File: src/sv/nearby_point_merge_table_unit_defines.svh
// Assertion macros for the nearby point merge table unit.
`ifndef NEARBY_POINT_MERGE_TABLE_UNIT_DEFINES_SVH
`define NEARBY_POINT_MERGE_TABLE_UNIT_DEFINES_SVH

`ifndef SYNTHESIS

// Same-cycle implication, checked at every rising edge outside reset.
`define NPM_ASSERT_IMPLIES(lbl, ante, cons) \
   lbl: assert property (@(posedge clock) disable iff (reset) (ante) |-> (cons)) \
      else $error("nearby point merge table: assertion failed");

// Next-cycle implication, checked at every rising edge outside reset.
`define NPM_ASSERT_NEXT(lbl, ante, cons) \
   lbl: assert property (@(posedge clock) disable iff (reset) (ante) |=> (cons)) \
      else $error("nearby point merge table: assertion failed");

`else

`define NPM_ASSERT_IMPLIES(lbl, ante, cons)
`define NPM_ASSERT_NEXT(lbl, ante, cons)

`endif

`endif

File: src/sv/npm_pkg.sv
// Package with types, constants and codes of the nearby point merge table.
`timescale 1ns / 1ps
`default_nettype none

package npm_pkg;

   localparam int TABLE_DEPTH = 1024;
   localparam int COORD_W     = 24;
   localparam int TOL_W       = 23;
   localparam int IDX_W       = $clog2(TABLE_DEPTH);
   localparam int TOTAL_W     = IDX_W + 1;
   localparam int SQ_W        = 2 * TOL_W;
   localparam int SUM_W       = SQ_W + 2;

   localparam logic [TOL_W-1:0] TOL_RESET = TOL_W'(10);

   typedef logic signed [COORD_W-1:0] coord_type;

   typedef enum logic [1:0] {
      CMD_INSERT = 2'd0,
      CMD_READ   = 2'd1,
      CMD_CLEAR  = 2'd2,
      CMD_NOP    = 2'd3
   } cmd_type;

   typedef enum logic [1:0] {
      ST_IDLE,
      ST_SCAN,
      ST_READ,
      ST_DONE
   } state_type;

   typedef struct packed {
      coord_type x;
      coord_type y;
      coord_type z;
   } entry_type;

   typedef struct packed {
      cmd_type          cmd;
      coord_type        x_coord;
      coord_type        y_coord;
      coord_type        z_coord;
      logic [IDX_W-1:0] read_index;
   } req_type;

   typedef struct packed {
      logic [IDX_W-1:0]   match_index;
      logic               is_new;
      logic               overflow;
      logic [TOTAL_W-1:0] entry_total;
      coord_type          out_x;
      coord_type          out_y;
      coord_type          out_z;
   } rsp_type;

   // Control into the distance pipeline.
   typedef struct packed {
      logic             valid;
      logic             flush;
      logic [IDX_W-1:0] idx;
   } scan_ctl_type;

   // Status out of the distance pipeline.
   typedef struct packed {
      logic             hit;
      logic             busy;
      logic [IDX_W-1:0] idx;
   } scan_stat_type;

endpackage

`default_nettype wire

File: src/sv/npm_dist_pipe.sv
// Two-stage distance pipeline: absolute differences, then squares and the tolerance test.
`timescale 1ns / 1ps
`default_nettype none

module npm_dist_pipe (
   input  wire logic                        clock,
   input  wire logic                        reset,
   input  wire npm_pkg::scan_ctl_type       ctl,
   input  wire npm_pkg::entry_type          entry,
   input  wire npm_pkg::entry_type          point,
   input  wire logic [npm_pkg::TOL_W-1:0]   tol,
   input  wire logic [npm_pkg::SQ_W-1:0]    tol_sq,
   output      npm_pkg::scan_stat_type      stat,
   output      npm_pkg::entry_type          avg
);
   import npm_pkg::*;

   function automatic logic [COORD_W-1:0] abs_diff(input coord_type a, input coord_type b);
      logic [COORD_W:0] d;
      logic [COORD_W:0] m;
      d = {a[COORD_W-1], a} - {b[COORD_W-1], b};
      m = d[COORD_W] ? (~d + 1'b1) : d;
      return m[COORD_W-1:0];
   endfunction

   // Floor of the halved sum; the 25-bit sum shifted right keeps the sign.
   function automatic coord_type half_sum(input coord_type a, input coord_type b);
      logic [COORD_W:0] s;
      s = {a[COORD_W-1], a} + {b[COORD_W-1], b};
      return s[COORD_W:1];
   endfunction

   // First stage
   logic               a_valid_ff;
   logic [IDX_W-1:0]   a_idx_ff;
   logic [COORD_W-1:0] a_dx_ff, a_dy_ff, a_dz_ff;
   entry_type          a_avg_ff;

   // Second stage
   logic               b_valid_ff;
   logic [IDX_W-1:0]   b_idx_ff;
   logic               b_near_ff;
   logic [SQ_W-1:0]    b_sqx_ff, b_sqy_ff, b_sqz_ff;
   entry_type          b_avg_ff;

   logic [COORD_W-1:0] tol_ext;
   logic               near_in;
   logic [SUM_W-1:0]   sq_sum;

   assign tol_ext = COORD_W'(tol);
   assign near_in = (a_dx_ff <= tol_ext) && (a_dy_ff <= tol_ext) && (a_dz_ff <= tol_ext);
   assign sq_sum  = SUM_W'(b_sqx_ff) + SUM_W'(b_sqy_ff) + SUM_W'(b_sqz_ff);

   always_ff @(posedge clock) begin
      if (reset || ctl.flush) begin
         a_valid_ff <= 1'b0;
         b_valid_ff <= 1'b0;
      end else begin
         a_valid_ff <= ctl.valid;
         b_valid_ff <= a_valid_ff;
      end
      a_idx_ff   <= ctl.idx;
      a_dx_ff    <= abs_diff(entry.x, point.x);
      a_dy_ff    <= abs_diff(entry.y, point.y);
      a_dz_ff    <= abs_diff(entry.z, point.z);
      a_avg_ff.x <= half_sum(entry.x, point.x);
      a_avg_ff.y <= half_sum(entry.y, point.y);
      a_avg_ff.z <= half_sum(entry.z, point.z);
      b_idx_ff   <= a_idx_ff;
      b_near_ff  <= near_in;
      // Only the low bits matter when the difference is within tolerance.
      b_sqx_ff   <= SQ_W'(a_dx_ff[TOL_W-1:0]) * SQ_W'(a_dx_ff[TOL_W-1:0]);
      b_sqy_ff   <= SQ_W'(a_dy_ff[TOL_W-1:0]) * SQ_W'(a_dy_ff[TOL_W-1:0]);
      b_sqz_ff   <= SQ_W'(a_dz_ff[TOL_W-1:0]) * SQ_W'(a_dz_ff[TOL_W-1:0]);
      b_avg_ff   <= a_avg_ff;
   end

   always_comb begin
      stat.hit  = b_valid_ff && b_near_ff && (sq_sum <= SUM_W'(tol_sq));
      stat.busy = a_valid_ff || b_valid_ff;
      stat.idx  = b_idx_ff;
      avg       = b_avg_ff;
   end

endmodule

`default_nettype wire

File: config.mk
export PLATFORM = sky130hd
export DESIGN_NAME = npm_dist_pipe
export DESIGN_NICKNAME = d
export VERILOG_FILES = /design/src/sv/nearby_point_merge_table_unit_defines.svh /design/src/sv/npm_pkg.sv /design/src/sv/npm_dist_pipe.sv
export SDC_FILE = /design/constraint.sdc
export NUM_CORES = 2
export LEC_CHECK = 0
export BUFFER_PORTS_ARGS = -buffer_cell sky130_fd_sc_hd__buf_4
export CAP_MARGIN = 0
export CORE_UTILIZATION = 55
export DETAILED_ROUTE_END_ITERATION = 8
export PLACE_DENSITY = 0.79
export RECOVER_POWER = 100
export SLEW_MARGIN = 10
export SYNTH_ARGS = -nofsm -noshare
export SYNTH_HDL_FRONTEND = slang
export SYNTH_SLANG_ARGS = --single-unit
export TNS_END_PERCENT = 10
File: constraint.sdc
create_clock -name clock -period 8.58 [get_ports clock]
set_input_delay 0.429 -clock clock [delete_from_list [all_inputs] [get_ports clock]]
set_output_delay 0.429 -clock clock [all_outputs]
set_load 0.01 [all_outputs]
==> results.tsv <==
stage	metric	value	unit
critical_path	most frequent cell on the critical path	fa_1	
synthesis	post-synthesis mux area share	0.161	%
global_route	final global-route overflow total	0	
global_route	GRT Total Usage	28.4	%
critical_path	critical path class	register to register	
critical_path	Reg2Reg Setup Slack	0.50	ns
drt	antenna-violating nets left	0	
timing	slew margin rel.	-27.1	%
cts	clock sink count	374	
worst_hold_path	Min-Delay Path Class	primary input to register	
drt	DR DRC count	0	
global_route	largest net degree at the start of global routing	25	
timing	RSZ-0062 raised after global routing	false	
drt	drt initial violations	3234	
final_layout	nets	9783	
synthesis	post-synthesis async set-or-reset flop share	0	%
synthesis	Yosys top cell area share	36.2	%
timing	Setup TNS Final	0	ns
critical_path	crit start category	register	
cts	CTS tree	built	
synthesis	Synth Area in Compound Gates	9.61	%
synthesis	total of warnings raised by yosys	0	
drt	Post-Route WL	171000	um
cts	Max clock buf depth	3	
synthesis	Seq/Total Area, Yosys	11.2	%
synthesis	post-synthesis register bit count	374	
synthesis	Distinct cells, synth	99	
global_route	vias in the first global route	54100	
timing	Final Cycle Share	94.2	%
synthesis	XOR/XNOR Fraction of Synth Area	4.94	%
floorplanning	die area	0.123	mm^2
global_route	global-route wire length before repair	275000	um
synthesis	Synth Flop Type	dfxtp_1	
place	RD Place Congestion	0.978	
synthesis	largest family of logic cells by synthesized area	adder cells	
floorplanning	row cnt	127	
place	buffers added on ports	310	
cts	cts bufs inserted	47	
outcome	run status	finished, violations left	
cts	Root Buffer	clkbuf_16	
final_layout	Filler cells	10100	
timing	Setup violations, final	0	
timing	max-slew violation count	24	
timing	max frequency	0.124	GHz
final_layout	area of the multi-input gates	0.0521	mm^2
drt	via count	50400	
synthesis	post-synthesis simple-gate area fraction	11.7	%
cts	worst skew pair latency	0.66	ns
cts	H-Tree Depth	2	
synthesis	Mapped Cells	7264	
floorplanning	Die X	351	um
critical_path	crit-path max cell delay	0.80	ns
critical_path	Req. time, crit path	9.14	ns
drt	via/cell ratio	5.49	
global_route	initial antenna violation count	7	
final_layout	Reg area	0.00749	mm^2
flow_run	Max-Cap Viols	1	
floorplanning	core area	0.120	mm^2
synthesis	number of flops mapped to enable cells by yosys	0	
critical_path	family with the most delay on the worst path	adder cells	
drt	wire per inst	18.7	um
synthesis	Adder-Cell Fraction of Synth Area	51.6	%
synthesis	Syn Std Cell Area	0.0669	mm^2
critical_path	arrival time at the worst endpoint	8.64	ns
timing	Clock Skews	0.0256	ns
outcome	failing checks	capacitance limit, slew limit	
place	worst slack, placed	0.450	ns
floorplanning	IO Pins	311	
floorplanning	Initial Util	55.6	%
critical_path	CP max FO	17	
synthesis	Synth area leaders	fa_1 36%, ha_1 15%, dfxtp_1 11%	
final_layout	layout cell share with drive strength beyond 1	5.91	%
synthesis	Yosys top cell by area	fa_1	
final_layout	Syn-to-layout area delta	8.37	%
timing	Final WS setup	0.498	ns
drt	first-pass detailed-route iteration total	6	
critical_path	Worst Path Buf+Inv	5	
critical_path	Setup crit end kind	register	
cts	clock-pin slew on the worst setup and hold paths	0.07	ns
place	dpl hpwl	146000	um
synthesis	syn_area_per_cell	9.21	um^2
timing	fin crit period	8.08	ns
timing	Slew @ Worst Pin	1.90	ns
floorplanning	Die Height	351	um
timing	Final Hold Fails	0	
critical_path	slowest library cell on the worst path	dfxtp_1	
==> sequential cells by signal, summed over array words and instances, names as in the netlist <==
| signal | flops |
|---|---|
| b_sqy_ff | 45 |
| a_dy_ff | 24 |
| b_valid_ff | 1 |
| a_idx_ff | 10 |
| a_dx_ff | 24 |
| a_valid_ff | 1 |
| b_near_ff | 1 |
| b_sqz_ff | 45 |
| a_avg_ff | 72 |
| avg | 72 |
| b_idx_ff | 10 |
| a_dz_ff | 24 |
| b_sqx_ff | 45 |
==> cells in the final DEF (no fill, tap or decap), types with 100 or more instances in the layout <==
master and n:
o21ai_0 152, dfxtp_1 373, a21o_1 132, a21oi_1 285, inv_1 1718, fa_1 1208
ha_1 823, and2_1 302, xnor2_1 257, nor2_1 301, clkbuf_1 100, buf_4 294
nand2_1 533, xor2_1 120
==> timing repair <==
| item | 4_1_cts | 5_1_grt |
|---|---|---|
| hold buffers | 13 | 0 |
| hold endpoints to repair | 12 | 0 |
| resized for setup | 0 | 1 |
| setup endpoints to repair | 0 | 1 |
| buffers inserted | 0 | 0 |
==> stage by stage <==
step / std cells / hold WS (ns) / cell area (um^2) / util [%]
floorplan: 7265 / 0.310 / 66900 / -
global placement: 9075 / 0.310 / 71100 / 59.1
detailed placement: 9075 / 0.312 / 71100 / 59.1
CTS: 9172 / 0.0860 / 72900 / 60.6
global route: 9178 / 0.120 / 72500 / 60.3
finish: 9179 / 0.117 / 72500 / 60.3
==> synthesized netlist by cell type (all sizes together) (9+ instances only) <==
cell / instances
nand2: 533
and4: 9
nand3: 52
xnor2: 257
nor2b: 72
a2111oi: 16
a21oi: 286
nand3b: 10
ha: 823
nand2b: 64
o21a: 52
a31oi: 43
a21o: 133
fa: 1208
o21bai: 57
o31a: 9
a211oi: 39
dfxtp: 374
o31ai: 26
a211o: 10
a31o: 14
nor4: 10
inv: 1718
nand4: 46
and2: 308
o21ai: 154
clkbuf: 189
xor2: 120
nor3: 60
nor2: 302
or3: 26
o211ai: 15
a221oi: 12
and3: 36
buf: 18
o41ai: 11
or2: 14
o311ai: 12
==> path summary, 6_finish.rpt <==
path / startpoint / end / cells after the start
max reg2reg: a_dx_ff[3]$_DFF_P_ / b_sqx_ff[39]$_DFF_P_ / 25
min: point[24] / a_dy_ff[0]$_DFF_P_ / 3
max: a_dx_ff[3]$_DFF_P_ / b_sqx_ff[39]$_DFF_P_ / 25
min reg2reg: a_idx_ff[0]$_DFF_P_ / b_idx_ff[0]$_DFF_P_ / 0
==> metal layers <==
| layer | GRT usage [%] | part of all wire (%) | vias up |
|---|---|---|---|
| met2 | 48.2 | 48 | 1815 |
| met3 | 4.93 | 7.6 | 439 |
| met5 | 0 | 0.011 | - |
| met4 | 11.8 | 4.4 | 2 |
| li1 | - | - | 23100 |
| met1 | 35.8 | 40 | 25100 |
==> worst register-to-register path: stages (launching register included) <==
cell       delay [ns]
dfxtp_1          0.80
buf_4            0.31
and2_1           0.23
fa_1             0.47
fa_1             0.55
inv_1            0.07
fa_1             0.53
inv_1            0.05
fa_1             0.49
fa_1             0.47
fa_1             0.52
inv_1            0.05
fa_1             0.57
inv_1            0.07
ha_1             0.36
a21o_1           0.20
a21o_1           0.16
a21o_1           0.17
a21o_1           0.16
a21oi_1          0.15
o31ai_1          0.14
a31oi_2          0.31
o311ai_2         0.20
a221o_1          0.43
a2111o_1         0.43
o2111ai_1        0.11
==> layout make-up <==
cell class / instances / area share, %
timing repair buffer: 418 / 3.87
tap: 1612 / 2.78
antenna: 7 / 0.0242
multi-input combinational: 4963 / 71.9
sequential: 374 / 10.3
clock inverter: 28 / 0.447
inverter: 1721 / 8.91
clock buffer: 56 / 1.75
==> cells by family (layout without fill, tap and decap cells) <==
group	Yosys count	count (layout)
adders and majority gates	2031	2031
buffers and inverters	1928	2223
and+or+nand+nor	1576	1576
AOI/OAI and AO/OA	966	966
xor gates and xnor gates	377	377
DFF	374	374
muxes	10	10
other	2	10
Power is left out: the tool's default activity adds up to more than one toggle a clock period on the data nets, which glitch-free logic cannot reach.
